**src/ctbt_pkg.sv**
```systemverilog
`default_nettype none

package ctbt_pkg;

    // Fixed field widths of the channels.
    localparam int RAW_W     = 10;
    localparam int TIME_W    = 32;
    localparam int LEVEL_W   = 16;
    localparam int CFG_W     = 16;
    localparam int CFG_IDX_W = 2;

    // Configuration register indexes.
    localparam logic [CFG_IDX_W-1:0] REG_GUARD_TIME = 2'd0;
    localparam logic [CFG_IDX_W-1:0] REG_TRACK_RATE = 2'd1;
    localparam logic [CFG_IDX_W-1:0] REG_TOUCH_GAIN = 2'd2;

    // Register values after reset.
    localparam logic [CFG_W-1:0] GUARD_TIME_RST = 16'd1000;
    localparam logic [CFG_W-1:0] TRACK_RATE_RST = 16'd66;
    localparam logic [CFG_W-1:0] TOUCH_GAIN_RST = 16'd164;

    // Fractional bits of the baseline and rounding constant for Q.16 products.
    localparam int FRAC_W = 16;
    localparam logic [FRAC_W:0] ONE_Q16 = 17'h10000;
    localparam logic [FRAC_W-1:0] HALF_Q16 = 16'h8000;
    localparam logic [LEVEL_W-1:0] LEVEL_MAX = 16'hFFFF;

    // Which kind of result the item in flight produces.
    typedef enum logic [1:0] {
        KIND_WARM  = 2'd0,
        KIND_REUSE = 2'd1,
        KIND_TRACK = 2'd2
    } kind_t;

    // Commands from the controller to the datapath.
    typedef struct packed {
        logic capture;
        logic div_last;
        logic prod;
        logic base;
        logic scale;
        logic finish;
    } cmd_t;

    // Status from the datapath to the controller.
    typedef struct packed {
        logic warm;
        logic warm_last;
        logic blocked;
        logic slot_free;
    } status_t;

endpackage

`default_nettype wire

```
**src/ctbt_if.sv**
```systemverilog
`default_nettype none

interface ctbt_sample_if;
    logic                         valid;
    logic                         ready;
    logic [ctbt_pkg::RAW_W-1:0]   raw_sample;
    logic [ctbt_pkg::TIME_W-1:0]  time_us;

    modport source (output valid, output raw_sample, output time_us, input ready);
    modport sink   (input valid, input raw_sample, input time_us, output ready);
endinterface

interface ctbt_result_if;
    logic                          valid;
    logic                          ready;
    logic [ctbt_pkg::LEVEL_W-1:0]  touch_level;
    logic [ctbt_pkg::TIME_W-1:0]   sample_time;
    logic                          reused;
    logic                          warming_up;

    modport source (output valid, output touch_level, output sample_time,
                    output reused, output warming_up, input ready);
    modport sink   (input valid, input touch_level, input sample_time,
                    input reused, input warming_up, output ready);
endinterface

interface ctbt_cfg_if;
    logic                            valid;
    logic                            ready;
    logic [ctbt_pkg::CFG_IDX_W-1:0]  index;
    logic [ctbt_pkg::CFG_W-1:0]      data;

    modport source (output valid, output index, output data, input ready);
    modport sink   (input valid, input index, input data, output ready);
endinterface

`default_nettype wire

```
**src/ctbt_ctrl.sv**
```systemverilog
`default_nettype none

module ctbt_ctrl (
    input  wire logic              clk,
    input  wire logic              rst_n,
    input  wire logic              in_valid,
    output logic                   in_ready,
    input  wire ctbt_pkg::status_t st,
    output ctbt_pkg::cmd_t         cmd
);

    typedef enum logic [5:0] {
        S_IDLE  = 6'b000001,
        S_DIV   = 6'b000010,
        S_PROD  = 6'b000100,
        S_BASE  = 6'b001000,
        S_SCALE = 6'b010000,
        S_FIN   = 6'b100000
    } state_t;

    state_t            state_reg, state_next;

    always_comb
    begin
        state_next = state_reg;
        in_ready   = 1'b0;
        cmd        = '0;
        unique case (state_reg)
            S_IDLE:
            begin
                in_ready = 1'b1;
                if (in_valid)
                begin
                    cmd.capture = 1'b1;
                    if (st.warm)
                    begin
                        if (st.warm_last)
                        begin
                            state_next = S_DIV;
                        end
                        else
                        begin
                            state_next = S_FIN;
                        end
                    end
                    else if (st.blocked)
                    begin
                        state_next = S_FIN;
                    end
                    else
                    begin
                        state_next = S_PROD;
                    end
                end
            end
            S_DIV:
            begin
                cmd.div_last = 1'b1;
                state_next   = S_FIN;
            end
            S_PROD:
            begin
                cmd.prod   = 1'b1;
                state_next = S_BASE;
            end
            S_BASE:
            begin
                cmd.base   = 1'b1;
                state_next = S_SCALE;
            end
            S_SCALE:
            begin
                cmd.scale  = 1'b1;
                state_next = S_FIN;
            end
            S_FIN:
            begin
                // Wait here until the output register can take the result.
                if (st.slot_free)
                begin
                    cmd.finish = 1'b1;
                    state_next = S_IDLE;
                end
            end
            default:
            begin
                state_next = S_IDLE;
            end
        endcase
    end

    always_ff @(posedge clk or negedge rst_n)
    begin
        if (!rst_n)
        begin
            state_reg <= S_IDLE;
        end
        else
        begin
            state_reg <= state_next;
        end
    end

endmodule

`default_nettype wire

```
**src/ctbt_datapath.sv**
```systemverilog
`default_nettype none

module ctbt_datapath #(
    parameter int WARMUP_SAMPLES = 16,
    parameter int SAMPLE_BITS    = 10
) (
    input  wire logic                          clk,
    input  wire logic                          rst_n,
    input  wire logic [ctbt_pkg::RAW_W-1:0]    raw_sample,
    input  wire logic [ctbt_pkg::TIME_W-1:0]   time_us,
    input  wire ctbt_pkg::cmd_t                cmd,
    output ctbt_pkg::status_t                  st,
    ctbt_cfg_if.sink                           cfg,
    ctbt_result_if.source                      result
);

    localparam int FW    = ctbt_pkg::FRAC_W;
    localparam int BW    = SAMPLE_BITS + FW;
    localparam int CW    = $clog2(WARMUP_SAMPLES + 1);
    localparam int SUM_W = SAMPLE_BITS + $clog2(WARMUP_SAMPLES + 1);
    // The warm-up mean floor(sum * 2^FW / WARMUP_SAMPLES) is formed as
    // (sum * RECIP) >> RS_W; RK is large enough for the product to be exact.
    localparam int RS_W  = SUM_W + $clog2(WARMUP_SAMPLES) + 1;
    localparam int RK    = RS_W + FW;
    localparam int RC_W  = RK - $clog2(WARMUP_SAMPLES) + 1;
    localparam int MP_W  = SUM_W + RC_W;
    localparam longint unsigned RECIP =
        ((64'd1 << RK) + 64'(WARMUP_SAMPLES) - 64'd1) / 64'(WARMUP_SAMPLES);
    localparam int P1_W  = BW + FW + 1;
    localparam int P2_W  = SAMPLE_BITS + ctbt_pkg::CFG_W;
    localparam int ACC_W = BW + FW + 2;
    localparam int SC_W  = BW + ctbt_pkg::CFG_W;
    localparam int LV_W  = SC_W + 1;

    // Configuration registers.
    logic [ctbt_pkg::CFG_W-1:0]   guard_reg, rate_reg, gain_reg;

    // Tracker state.
    logic [BW-1:0]                baseline_reg;
    logic [CW-1:0]                wcount_reg;
    logic [SUM_W-1:0]             wsum_reg;
    logic [ctbt_pkg::TIME_W-1:0]  last_time_reg;
    logic [ctbt_pkg::LEVEL_W-1:0] last_level_reg;

    // Item in flight.
    logic [SAMPLE_BITS-1:0]       raw_reg;
    logic [ctbt_pkg::TIME_W-1:0]  time_reg;
    ctbt_pkg::kind_t              kind_reg;

    // Tracking and scaling products.
    logic [P1_W-1:0]              p1_reg;
    logic [P2_W-1:0]              p2_reg;
    logic [SC_W-1:0]              sc_reg;
    logic                         pos_reg;

    // Output register.
    logic                         out_valid_reg;
    logic [ctbt_pkg::LEVEL_W-1:0] out_level_reg;
    logic [ctbt_pkg::TIME_W-1:0]  out_time_reg;
    logic                         out_reused_reg;
    logic                         out_warm_reg;

    logic [SAMPLE_BITS-1:0]       raw_in;
    logic [SUM_W-1:0]             wsum_next;
    logic [ctbt_pkg::TIME_W-1:0]  elapsed;
    logic [MP_W-1:0]              mean_prod;
    logic [FW:0]                  keep_w;
    logic [P1_W-1:0]              p1_next;
    logic [P2_W-1:0]              p2_next;
    logic [ACC_W-1:0]             acc;
    logic [BW-1:0]                base_next;
    logic [BW-1:0]                sample_q16;
    logic                         pos_next;
    logic [BW-1:0]                diff;
    logic [SC_W-1:0]              sc_next;
    logic [LV_W-1:0]              lv_sum;
    logic [ctbt_pkg::LEVEL_W-1:0] level;

    generate
        if (SAMPLE_BITS <= ctbt_pkg::RAW_W)
        begin : g_raw_cut
            assign raw_in = raw_sample[SAMPLE_BITS-1:0];
        end
        else
        begin : g_raw_ext
            assign raw_in = {{(SAMPLE_BITS - ctbt_pkg::RAW_W){1'b0}}, raw_sample};
        end
    endgenerate

    assign wsum_next = wsum_reg + SUM_W'(raw_in);
    assign elapsed   = time_us - last_time_reg;

    assign st.warm      = (wcount_reg < CW'(WARMUP_SAMPLES));
    assign st.warm_last = (wcount_reg == CW'(WARMUP_SAMPLES - 1));
    assign st.blocked   = (elapsed < ctbt_pkg::TIME_W'(guard_reg));
    assign st.slot_free = !out_valid_reg || result.ready;

    assign mean_prod = MP_W'(wsum_reg) * MP_W'(RECIP);

    // New baseline = ((1 - r) * baseline + r * sample) in Q.16, rounded.
    assign keep_w    = ctbt_pkg::ONE_Q16 - (FW + 1)'(rate_reg);
    assign p1_next   = P1_W'(keep_w) * P1_W'(baseline_reg);
    assign p2_next   = P2_W'(rate_reg) * P2_W'(raw_reg);
    assign acc       = ACC_W'(p1_reg) + ACC_W'({p2_reg, {FW{1'b0}}})
                     + ACC_W'(ctbt_pkg::HALF_Q16);
    assign base_next = acc[BW+FW-1:FW];

    assign sample_q16 = {raw_reg, {FW{1'b0}}};
    assign pos_next   = (sample_q16 > baseline_reg);
    assign diff       = sample_q16 - baseline_reg;
    assign sc_next    = SC_W'(diff) * SC_W'(gain_reg);
    assign lv_sum     = LV_W'(sc_reg) + LV_W'(ctbt_pkg::HALF_Q16);

    always_comb
    begin
        if (!pos_reg)
        begin
            level = '0;
        end
        else if (lv_sum[LV_W-1:FW] > (LV_W - FW)'(ctbt_pkg::LEVEL_MAX))
        begin
            level = ctbt_pkg::LEVEL_MAX;
        end
        else
        begin
            level = lv_sum[FW+ctbt_pkg::LEVEL_W-1:FW];
        end
    end

    assign cfg.ready = 1'b1;

    always_ff @(posedge clk or negedge rst_n)
    begin
        if (!rst_n)
        begin
            guard_reg <= ctbt_pkg::GUARD_TIME_RST;
            rate_reg  <= ctbt_pkg::TRACK_RATE_RST;
            gain_reg  <= ctbt_pkg::TOUCH_GAIN_RST;
        end
        else if (cfg.valid)
        begin
            unique case (cfg.index)
                ctbt_pkg::REG_GUARD_TIME: guard_reg <= cfg.data;
                ctbt_pkg::REG_TRACK_RATE: rate_reg  <= cfg.data;
                ctbt_pkg::REG_TOUCH_GAIN: gain_reg  <= cfg.data;
                default:
                begin
                end
            endcase
        end
    end

    always_ff @(posedge clk or negedge rst_n)
    begin
        if (!rst_n)
        begin
            baseline_reg   <= '0;
            wcount_reg     <= '0;
            wsum_reg       <= '0;
            last_time_reg  <= '0;
            last_level_reg <= '0;
            kind_reg       <= ctbt_pkg::KIND_WARM;
            out_valid_reg  <= 1'b0;
        end
        else
        begin
            if (cmd.capture)
            begin
                if (st.warm)
                begin
                    kind_reg   <= ctbt_pkg::KIND_WARM;
                    wsum_reg   <= wsum_next;
                    wcount_reg <= wcount_reg + 1'b1;
                end
                else if (st.blocked)
                begin
                    kind_reg <= ctbt_pkg::KIND_REUSE;
                end
                else
                begin
                    kind_reg <= ctbt_pkg::KIND_TRACK;
                end
            end
            if (cmd.div_last)
            begin
                baseline_reg <= mean_prod[RS_W+BW-1:RS_W];
            end
            if (cmd.base)
            begin
                baseline_reg <= base_next;
            end
            if (cmd.finish && kind_reg == ctbt_pkg::KIND_TRACK)
            begin
                last_level_reg <= level;
                last_time_reg  <= time_reg;
            end
            if (cmd.finish)
            begin
                out_valid_reg <= 1'b1;
            end
            else if (result.ready)
            begin
                out_valid_reg <= 1'b0;
            end
        end
    end

    always_ff @(posedge clk)
    begin
        if (cmd.capture)
        begin
            raw_reg  <= raw_in;
            time_reg <= time_us;
        end
        if (cmd.prod)
        begin
            p1_reg <= p1_next;
            p2_reg <= p2_next;
        end
        if (cmd.scale)
        begin
            sc_reg  <= sc_next;
            pos_reg <= pos_next;
        end
        if (cmd.finish)
        begin
            case (kind_reg)
                ctbt_pkg::KIND_WARM:
                begin
                    out_level_reg  <= '0;
                    out_time_reg   <= time_reg;
                    out_reused_reg <= 1'b0;
                    out_warm_reg   <= 1'b1;
                end
                ctbt_pkg::KIND_REUSE:
                begin
                    out_level_reg  <= last_level_reg;
                    out_time_reg   <= last_time_reg;
                    out_reused_reg <= 1'b1;
                    out_warm_reg   <= 1'b0;
                end
                ctbt_pkg::KIND_TRACK:
                begin
                    out_level_reg  <= level;
                    out_time_reg   <= time_reg;
                    out_reused_reg <= 1'b0;
                    out_warm_reg   <= 1'b0;
                end
                default:
                begin
                    out_level_reg  <= '0;
                    out_time_reg   <= '0;
                    out_reused_reg <= 1'b0;
                    out_warm_reg   <= 1'b0;
                end
            endcase
        end
    end

    assign result.valid       = out_valid_reg;
    assign result.touch_level = out_level_reg;
    assign result.sample_time = out_time_reg;
    assign result.reused      = out_reused_reg;
    assign result.warming_up  = out_warm_reg;

endmodule

`default_nettype wire

```
**src/capacitive_touch_baseline_tracker_core.sv**
```systemverilog
`default_nettype none

// Capacitive touch baseline tracker. Each pad sample yields one result item.
// The first WARMUP_SAMPLES items build the baseline from their mean and report
// warming_up; later items either reuse the previous level (guard time not yet
// passed) or move the baseline by an exponential average and report the gain-
// scaled excess of the sample over it. One item is worked on at a time: warm-up
// and reused items go from capture straight to the output step; tracked items
// pass through a multiply step for the two weighted products, one for the add,
// one for the gain multiply and one to saturate and load the output register.
// The item that completes warm-up has an extra step, a multiply of the sum
// by a constant reciprocal of WARMUP_SAMPLES that forms the mean. A finished
// result waits in the output register while the next item is taken in; that
// item then waits in its last step for as long as the output register stays
// full. Configuration writes are accepted in every cycle.
module capacitive_touch_baseline_tracker_core #(
    parameter int WARMUP_SAMPLES = 16,
    parameter int SAMPLE_BITS    = 10
) (
    input  wire logic      clk,
    input  wire logic      rst_n,
    ctbt_sample_if.sink    sample,
    ctbt_result_if.source  result,
    ctbt_cfg_if.sink       cfg
);

    ctbt_pkg::cmd_t    cmd;
    ctbt_pkg::status_t st;
    logic              ready;

    assign sample.ready = ready;

    ctbt_ctrl u_ctrl (
        .clk      (clk),
        .rst_n    (rst_n),
        .in_valid (sample.valid),
        .in_ready (ready),
        .st       (st),
        .cmd      (cmd)
    );

    ctbt_datapath #(
        .WARMUP_SAMPLES (WARMUP_SAMPLES),
        .SAMPLE_BITS    (SAMPLE_BITS)
    ) u_datapath (
        .clk        (clk),
        .rst_n      (rst_n),
        .raw_sample (sample.raw_sample),
        .time_us    (sample.time_us),
        .cmd        (cmd),
        .st         (st),
        .cfg        (cfg),
        .result     (result)
    );

endmodule

`default_nettype wire
```
**src/flat_wrapper.sv**
```systemverilog
// flat-port wrapper written by rule: the top's interface ports become plain ports
module capacitive_touch_baseline_tracker_core_flat 
#(
    parameter int WARMUP_SAMPLES = 16,
    parameter int SAMPLE_BITS    = 10
)
  (clk, rst_n, sample_valid, sample_raw_sample, sample_time_us, sample_ready, result_valid, result_touch_level, result_sample_time, result_reused, result_warming_up, result_ready, cfg_valid, cfg_index, cfg_data, cfg_ready);
  ctbt_sample_if sample_i ();
  ctbt_result_if result_i ();
  ctbt_cfg_if cfg_i ();
  input  wire logic clk;
  input  wire logic rst_n;
  input wire logic [$bits(sample_i.valid)-1:0] sample_valid;
  input wire logic [$bits(sample_i.raw_sample)-1:0] sample_raw_sample;
  input wire logic [$bits(sample_i.time_us)-1:0] sample_time_us;
  output wire logic [$bits(sample_i.ready)-1:0] sample_ready;
  output wire logic [$bits(result_i.valid)-1:0] result_valid;
  output wire logic [$bits(result_i.touch_level)-1:0] result_touch_level;
  output wire logic [$bits(result_i.sample_time)-1:0] result_sample_time;
  output wire logic [$bits(result_i.reused)-1:0] result_reused;
  output wire logic [$bits(result_i.warming_up)-1:0] result_warming_up;
  input wire logic [$bits(result_i.ready)-1:0] result_ready;
  input wire logic [$bits(cfg_i.valid)-1:0] cfg_valid;
  input wire logic [$bits(cfg_i.index)-1:0] cfg_index;
  input wire logic [$bits(cfg_i.data)-1:0] cfg_data;
  output wire logic [$bits(cfg_i.ready)-1:0] cfg_ready;
  assign sample_i.valid = sample_valid;
  assign sample_i.raw_sample = sample_raw_sample;
  assign sample_i.time_us = sample_time_us;
  assign sample_ready = sample_i.ready;
  assign result_valid = result_i.valid;
  assign result_touch_level = result_i.touch_level;
  assign result_sample_time = result_i.sample_time;
  assign result_reused = result_i.reused;
  assign result_warming_up = result_i.warming_up;
  assign result_i.ready = result_ready;
  assign cfg_i.valid = cfg_valid;
  assign cfg_i.index = cfg_index;
  assign cfg_i.data = cfg_data;
  assign cfg_ready = cfg_i.ready;
  capacitive_touch_baseline_tracker_core #(.WARMUP_SAMPLES(WARMUP_SAMPLES), .SAMPLE_BITS(SAMPLE_BITS)) u_core (.clk(clk), .rst_n(rst_n), .sample(sample_i), .result(result_i), .cfg(cfg_i));
endmodule
```
**config.mk**
```make
export PLATFORM = sky130hd
export DESIGN_NAME = capacitive_touch_baseline_tracker_core_flat
export DESIGN_NICKNAME = d
export VERILOG_FILES = /design/src/ctbt_pkg.sv /design/src/ctbt_if.sv /design/src/ctbt_ctrl.sv /design/src/ctbt_datapath.sv /design/src/capacitive_touch_baseline_tracker_core.sv /design/src/flat_wrapper.sv
export SDC_FILE = /design/constraint.sdc
export NUM_CORES = 2
export LEC_CHECK = 0
export BUFFER_PORTS_ARGS = -buffer_cell sky130_fd_sc_hd__buf_2
export CAP_MARGIN = 20
export CORE_MARGIN = 1
export CORE_UTILIZATION = 50
export CTS_BUF_LIST = sky130_fd_sc_hd__clkbuf_8
export CTS_CLUSTER_DIAMETER = 200
export DETAILED_ROUTE_END_ITERATION = 8
export PLACE_DENSITY = 0.69
export SLEW_MARGIN = 15
export SYNTH_ARGS = -nofsm -noshare
export SYNTH_HDL_FRONTEND = slang
export SYNTH_HIERARCHICAL = 1
export SYNTH_SLANG_ARGS = --single-unit
```
**constraint.sdc**
```tcl
create_clock -name clk -period 8.07 [get_ports clk]
set_input_delay 0.4035 -clock clk [delete_from_list [all_inputs] [get_ports clk]]
set_output_delay 0.4035 -clock clk [all_outputs]
set_load 0.05 [all_outputs]
```
Word-level counts from Yosys, hierarchy flattened
Cells that the tools add are included.
- add/sub/neg operators: 8
- multipliers: 3
- div/mod/pow operators: 0
- magnitude comparators: 4
- eq/ne operators: 13
- shift-type cells: 0
- mux-type cells: 27
- bitwise logic cells: 0
- reduce and logical (&&, ||, !) cells: 14
- operators by type and width (operator ; number):
    32-bit one-hot mux with 2 select lines ; 1
    26-bit 2-to-1 mux ; 2
    42-bit by 16-bit adder with 43-bit output (second input constant) ; 1
    42-bit by 16-bit adder with 42-bit output (second input constant) ; 1
    42-bit adder ; 1
    17-bit by 26-bit multiplier with 42-bit output ; 1
    26-bit by 16-bit multiplier with 42-bit output ; 1
    32-bit by 16-bit less-than comparator with 1-bit output ; 1
    16-bit 2-to-1 mux ; 2
    16-bit one-hot mux with 2 select lines ; 1
    32-bit subtractor ; 1
    6-bit 2-to-1 mux ; 5
    6-bit one-hot mux with 5 select lines ; 1
    27-bit by 16-bit greater-than comparator with 1-bit output (second input constant) ; 1
    26-bit greater-than comparator ; 1
    16-bit by 10-bit multiplier with 26-bit output ; 1
    26-bit subtractor ; 1
    17-bit by 16-bit subtractor with 17-bit output (first input constant) ; 1
    15-bit by 10-bit adder with 15-bit output ; 1
    1-bit 2-to-1 mux ; 13
    2-bit AND reduction ; 5
    6-bit by 1-bit equality test with 1-bit output (second input constant) ; 1
    6-bit by 2-bit equality test with 1-bit output (second input constant) ; 1
    6-bit by 3-bit equality test with 1-bit output (second input constant) ; 1
    17 further kinds ; 23
- flip-flop bits (word level): 354
- latch bits: 0
- bits in writable memories: 0
- memory bits (read-only): 0
- input bits: 65
- word-level logic and storage cells: 90
- memories kept: 0

Depth between registers and ports, before layout
- word-level depth: 6
- depth in mapped cells: 33
- depth with buffers taken out: 31

By module
Netlist, hierarchy kept.
- modules (own cells, without submodules) (module ; times used ; cells an instance ; area an instance (µm²) ; sequential area each (µm²)):
    ctbt_datapath ; 1 ; 5093 ; 47745.8 ; 8812.2
    ctbt_ctrl ; 1 ; 39 ; 370.4 ; 151.4

Worst setup path before layout
OpenSTA, ideal clock, no wires.
- path kind: reg-to-reg
- from: register u_core.u_datapath.baseline_reg[16]
- to: register u_core.u_datapath.sc_reg[38], data pin
- setup time: 0.258 ns
- arrival: 7.937 ns
- setup slack: -0.125 ns
- stages on the path, launching flop included: 33
- cells stage by stage: dfrtp_1 clkbuf_1 clkbuf_1 inv_1 ha_1 and2_1 a41oi_1 o21ai_1 a21oi_1 inv_2 a21oi_1 o21bai_1 xor2_1 buf_2 nand2_1 fa_1 fa_1 fa_1 inv_1 fa_1 fa_1 inv_1 fa_1 inv_1 ha_1 nand4_1 nor4b_1 o21ai_1 a32oi_1 a31oi_1 o311ai_1 a21oi_1 xnor2_1
- cells in the longest elaborated chain, start to end: 2
- RTL lines (element ; RTL line ; text):
    start: declaration ; ctbt_datapath.sv:39 ; logic [BW-1:0] baseline_reg;
    start signal: assignment ; ctbt_datapath.sv:186 ; baseline_reg <= mean_prod[RS_W+BW-1:RS_W];
    start signal: assignment ; ctbt_datapath.sv:190 ; baseline_reg <= base_next;
    26-bit subtractor ; ctbt_datapath.sv:110 ; assign diff = sample_q16 - baseline_reg;
    26-bit by 16-bit multiplier with 42-bit output ; ctbt_datapath.sv:111 ; assign sc_next = SC_W'(diff) * SC_W'(gain_reg);
    net u_core.u_datapath.sc_next[38] ; ctbt_datapath.sv:75 ; logic [SC_W-1:0] sc_next;
    end signal: assignment ; ctbt_datapath.sv:222 ; sc_reg <= sc_next;
    end: declaration ; ctbt_datapath.sv:53 ; logic [SC_W-1:0] sc_reg;
The timed path passes the listed nets, and every way through them passes these cells.
A chain may end at the register's enable or synchronous reset.

Worst setup path in the final report
- from: register u_core/u_datapath/rate_reg[0] in the netlist's numbering
- to: register u_core.u_datapath.p1_reg[38], data pin
- cells in the longest elaborated chain, start to end: 2
- RTL lines (element ; RTL line ; text):
    start: declaration ; ctbt_datapath.sv:36 ; logic [ctbt_pkg::CFG_W-1:0] guard_reg, rate_reg, gain_reg;
    start signal: assignment ; ctbt_datapath.sv:137 ; rate_reg <= ctbt_pkg::TRACK_RATE_RST;
    start signal: assignment ; ctbt_datapath.sv:144 ; ctbt_pkg::REG_TRACK_RATE: rate_reg <= cfg.data;
    17-bit by 16-bit subtractor with 17-bit output ; ctbt_datapath.sv:101 ; assign keep_w = ctbt_pkg::ONE_Q16 - (FW + 1)'(rate_reg);
    17-bit by 26-bit multiplier with 42-bit output ; ctbt_datapath.sv:102 ; assign p1_next = P1_W'(keep_w) * P1_W'(baseline_reg);
    net u_core.u_datapath.p1_next[38] ; ctbt_datapath.sv:68 ; logic [P1_W-1:0] p1_next;
    end signal: assignment ; ctbt_datapath.sv:217 ; p1_reg <= p1_next;
    end: declaration ; ctbt_datapath.sv:51 ; logic [P1_W-1:0] p1_reg;
The timed path passes the listed nets, and every way through them passes these cells.

==> key figures <==
Setup path
  – CP Capture Type: flip-flop
  – Most used cell, CP: fa_1
  – CP arrival: 8.28 ns
  – Critical path peak fanout: 7
  – Crit path largest cell delay: 0.54 ns
  – R2R cell count: 29
  – FF-to-FF setup slack: 0.20 ns
  – Critical path depth: 29
  – Top delay family on crit path: adder cells
  – Worst setup SP type: flip-flop
  – CP max-delay cell: or4_4
  – Worst R2R End: u_core/u_datapath/p1_reg[38]$_DFFE_PP_
  – Crit path required time: 8.47 ns
  – Setup Crit Path Kind: reg2reg
  – Reg2reg start: u_core/u_datapath/rate_reg[0]$_DFFE_PN0P_
  – WP buf/inv: 7

Global route
  – Initial antenna violation count: 3
  – First-pass GRT wire length: 200 mm
  – Remaining global-route overflow: 0
  – M2 GR Usage: 42.8%
  – Vias in the first global route: 37521
  – Gr busiest metal: met2
  – Largest net degree at the start of global routing: 64
  – GR Layer Usage met1: 35.7%
  – M3 GR Usage: 3.55%
  – Overall routing resource usage: 25.7%

Timing
  – Worst Tran Pin Value: 1.06 ns
  – Slew headroom: 29.2%
  – Fmax: 0.127 GHz
  – Fin. max-slew vios: 0
  – RSZ-0062 raised after global routing: yes
  – Final hold violation count: 0
  – Final setup violation count: 0
  – Crit path time final: 7.87 ns
  – Max Clock Skew: 0.0380 ns
  – Crit share post-route: 97.5%

Route
  – Vias: 35841
  – Initial drt markers: 2583
  – WL/cell: 18.4 um
  – Routed WL: 123 mm
  – DRC viols: 0
  – DRT antenna net count: 0
  – Drt first pass iters: 6
  – Vias per inst: 5.39

Synth
  – Post-synth ARST share: 46.4%
  – Top_reg_cell synth: edfxtp_1
  – Yosys warns: 6
  – Synth Register Bits: 323
  – Synthesized net count: 6382
  – Register area share after synthesis: 18.6%
  – Syn Inst Count: 5132
  – Mapped Area: 48100 um2
  – Syn avg cell area: 9.38 um2
  – Synth cell types: 93
  – Number of synthesized flops with an enable pin: 173

Die
  – Starting density of the core: 50.6%
  – Top Ports: 118
  – Die X: 312 um
  – Core area: 95200 um2
  – Row count: 113
  – Die Y: 312 um
  – Die area: 97500 um2

Layout
  – Final std cells w/o fill: 6651
  – P&R area growth vs syn: 11.2%
  – Layout Nets: 6589
  – Layout cells sized above 1: 11.7%

Placement
  – Dpl cells: 6469
  – IO buf count: 116
  – GPL Wtd Cong: 0.915
  – Hpwl dp: 96.4 mm

Clock network
  – Maximum clock path buffer count: 3
  – Clk_lat worst skew: 0.66 ns
  – Clock Sinks: 323
  – Clock Pin Slew Worst Setup and Hold Paths: 0.07 ns
  – CTS tree: yes
  – Clock root buffer: clkbuf_8
  – Htree depth: 2
  – Number of buffers created by CTS: 52

Job
  – Maxcap violations: 0

Worst hold path
  – WHS Endpoint: u_core/u_datapath/guard_reg[13]$_DFFE_PN0P_
  – HP Start: cfg_data[13]
  – Hold depth: 3
  – HP Class: in2reg

Status
  – Run status: complete, no violations
synth_stat cells (64+ instances only):
| library cell | number | area, um2 |
|---|---|---|
| inv_1 | 1040 | 3900 |
| fa_1 | 802 | 16100 |
| nand2_1 | 797 | 2990 |
| and2_1 | 388 | 2430 |
| ha_1 | 383 | 4790 |
| clkbuf_1 | 212 | 796 |
| edfxtp_1 | 173 | 5190 |
| dfrtp_1 | 138 | 3450 |
| nor2_1 | 138 | 518 |
| a21oi_1 | 120 | 601 |
| xnor2_1 | 110 | 963 |
| o21ai_0 | 78 | 390 |
| mux2_2 | 69 | 777 |
| xor2_1 | 64 | 561 |
per-stage QoR:
stage / instance area (um2) / worst slack, ns / setup TNS, ns / hold WS, ns / util (%)
after global routing: 53500 / -0.0940 / -0.478 / 0.0285 / 56.2
after floorplan: 48100 / 0.0383 / 0 / 0.108 / -
after detailed placement: 51100 / -0.134 / -0.468 / 0.442 / 53.7
after CTS: 52700 / 0.00384 / 0 / 0.0128 / 55.4
after global placement: 51100 / -0.181 / -0.602 / 0.434 / 53.7
final: 53500 / 0.200 / 0 / 0.0493 / 56.2
worst reg2reg max path: cells and delay by family, from the launching register on:
family	cells	cell delay, ns
adders and majority gates	8	3.38
AOI/OAI and AO/OA	6	1.21
buffers and inverters	7	0.59
xor gates and xnor gates	2	0.33
and+or+nand+nor	6	1.69
DFF	1	0.39
cells by family after synthesis:
| family | after synthesis | share of synthesized area, % |
|---|---|---|
| AOI/OAI and AO/OA | 524 | 7.41 |
| xor gates and xnor gates | 174 | 3.17 |
| adders and majority gates | 1185 | 43.3 |
| buffers and inverters | 1280 | 10.0 |
| DFF | 323 | 18.6 |
| muxes | 85 | 1.95 |
| other | 1 | 0.00779 |
| and+or+nand+nor | 1560 | 15.5 |
area by class of cell:
class	instances	area, um2
Fill cell	8432	41700
Multi-Input combinational cell	3529	35000
Sequential cell	323	8960
Inverter	1043	3920
Timing Repair Buffer	390	2970
Tap cell	1265	1580
Clock buffer	63	867
Clock inverter	35	233
Antenna cell	3	7.51
placed cells by master (no fill, tap or decap), types with 60 or more instances in the layout:
master    instances
a21oi_1         106
and2_1          383
buf_2           115
buf_4           199
clkbuf_8         63
dfrtp_1         138
edfxtp_1        173
fa_1            799
ha_1            378
inv_1          1052
mux2_2           69
nand2_1         791
nor2_1          133
o21ai_0          78
xnor2_1          96
xor2_1           60
what timing repair did:
item,4_1_cts,5_1_grt
cloned,0,2
setup endpoints to repair,5,26
buffers inserted,0,26
pin swaps,0,72
hold buffers,52,0
hold endpoints to repair,116,0
gates resized for setup,3,104
per-layer routing:
layer | vias to the layer above | wire length [um]
met3 | 190 | 8020
met2 | 1137 | 58400
met1 | 18199 | 53400
li1 | 16311 | -
met5 | - | 22
met4 | 4 | 2700
how the worst max path moves through the flow:
stage	startpoint	to	slack [ns]
after floorplan	u_core/u_datapath/rate_reg[0]$_DFFE_PN0P_	u_core/u_datapath/p1_reg[39]$_DFFE_PP_	0.04
after global placement	u_core/u_datapath/rate_reg[0]$_DFFE_PN0P_	u_core/u_datapath/p1_reg[38]$_DFFE_PP_	-0.18
after detailed placement	u_core/u_datapath/rate_reg[0]$_DFFE_PN0P_	u_core/u_datapath/p1_reg[39]$_DFFE_PP_	-0.13
after CTS	u_core/u_datapath/rate_reg[0]$_DFFE_PN0P_	u_core/u_datapath/p1_reg[33]$_DFFE_PP_	0.004
after global routing	u_core/u_datapath/baseline_reg[8]$_DFFE_PN0P_	u_core/u_datapath/sc_reg[41]$_DFFE_PP_	-0.09
final	u_core/u_datapath/rate_reg[0]$_DFFE_PN0P_	u_core/u_datapath/p1_reg[38]$_DFFE_PP_	0.20
Power is left out: the tool's default activity adds up to more than one toggle a clock period on the data nets, which glitch-free logic cannot reach.
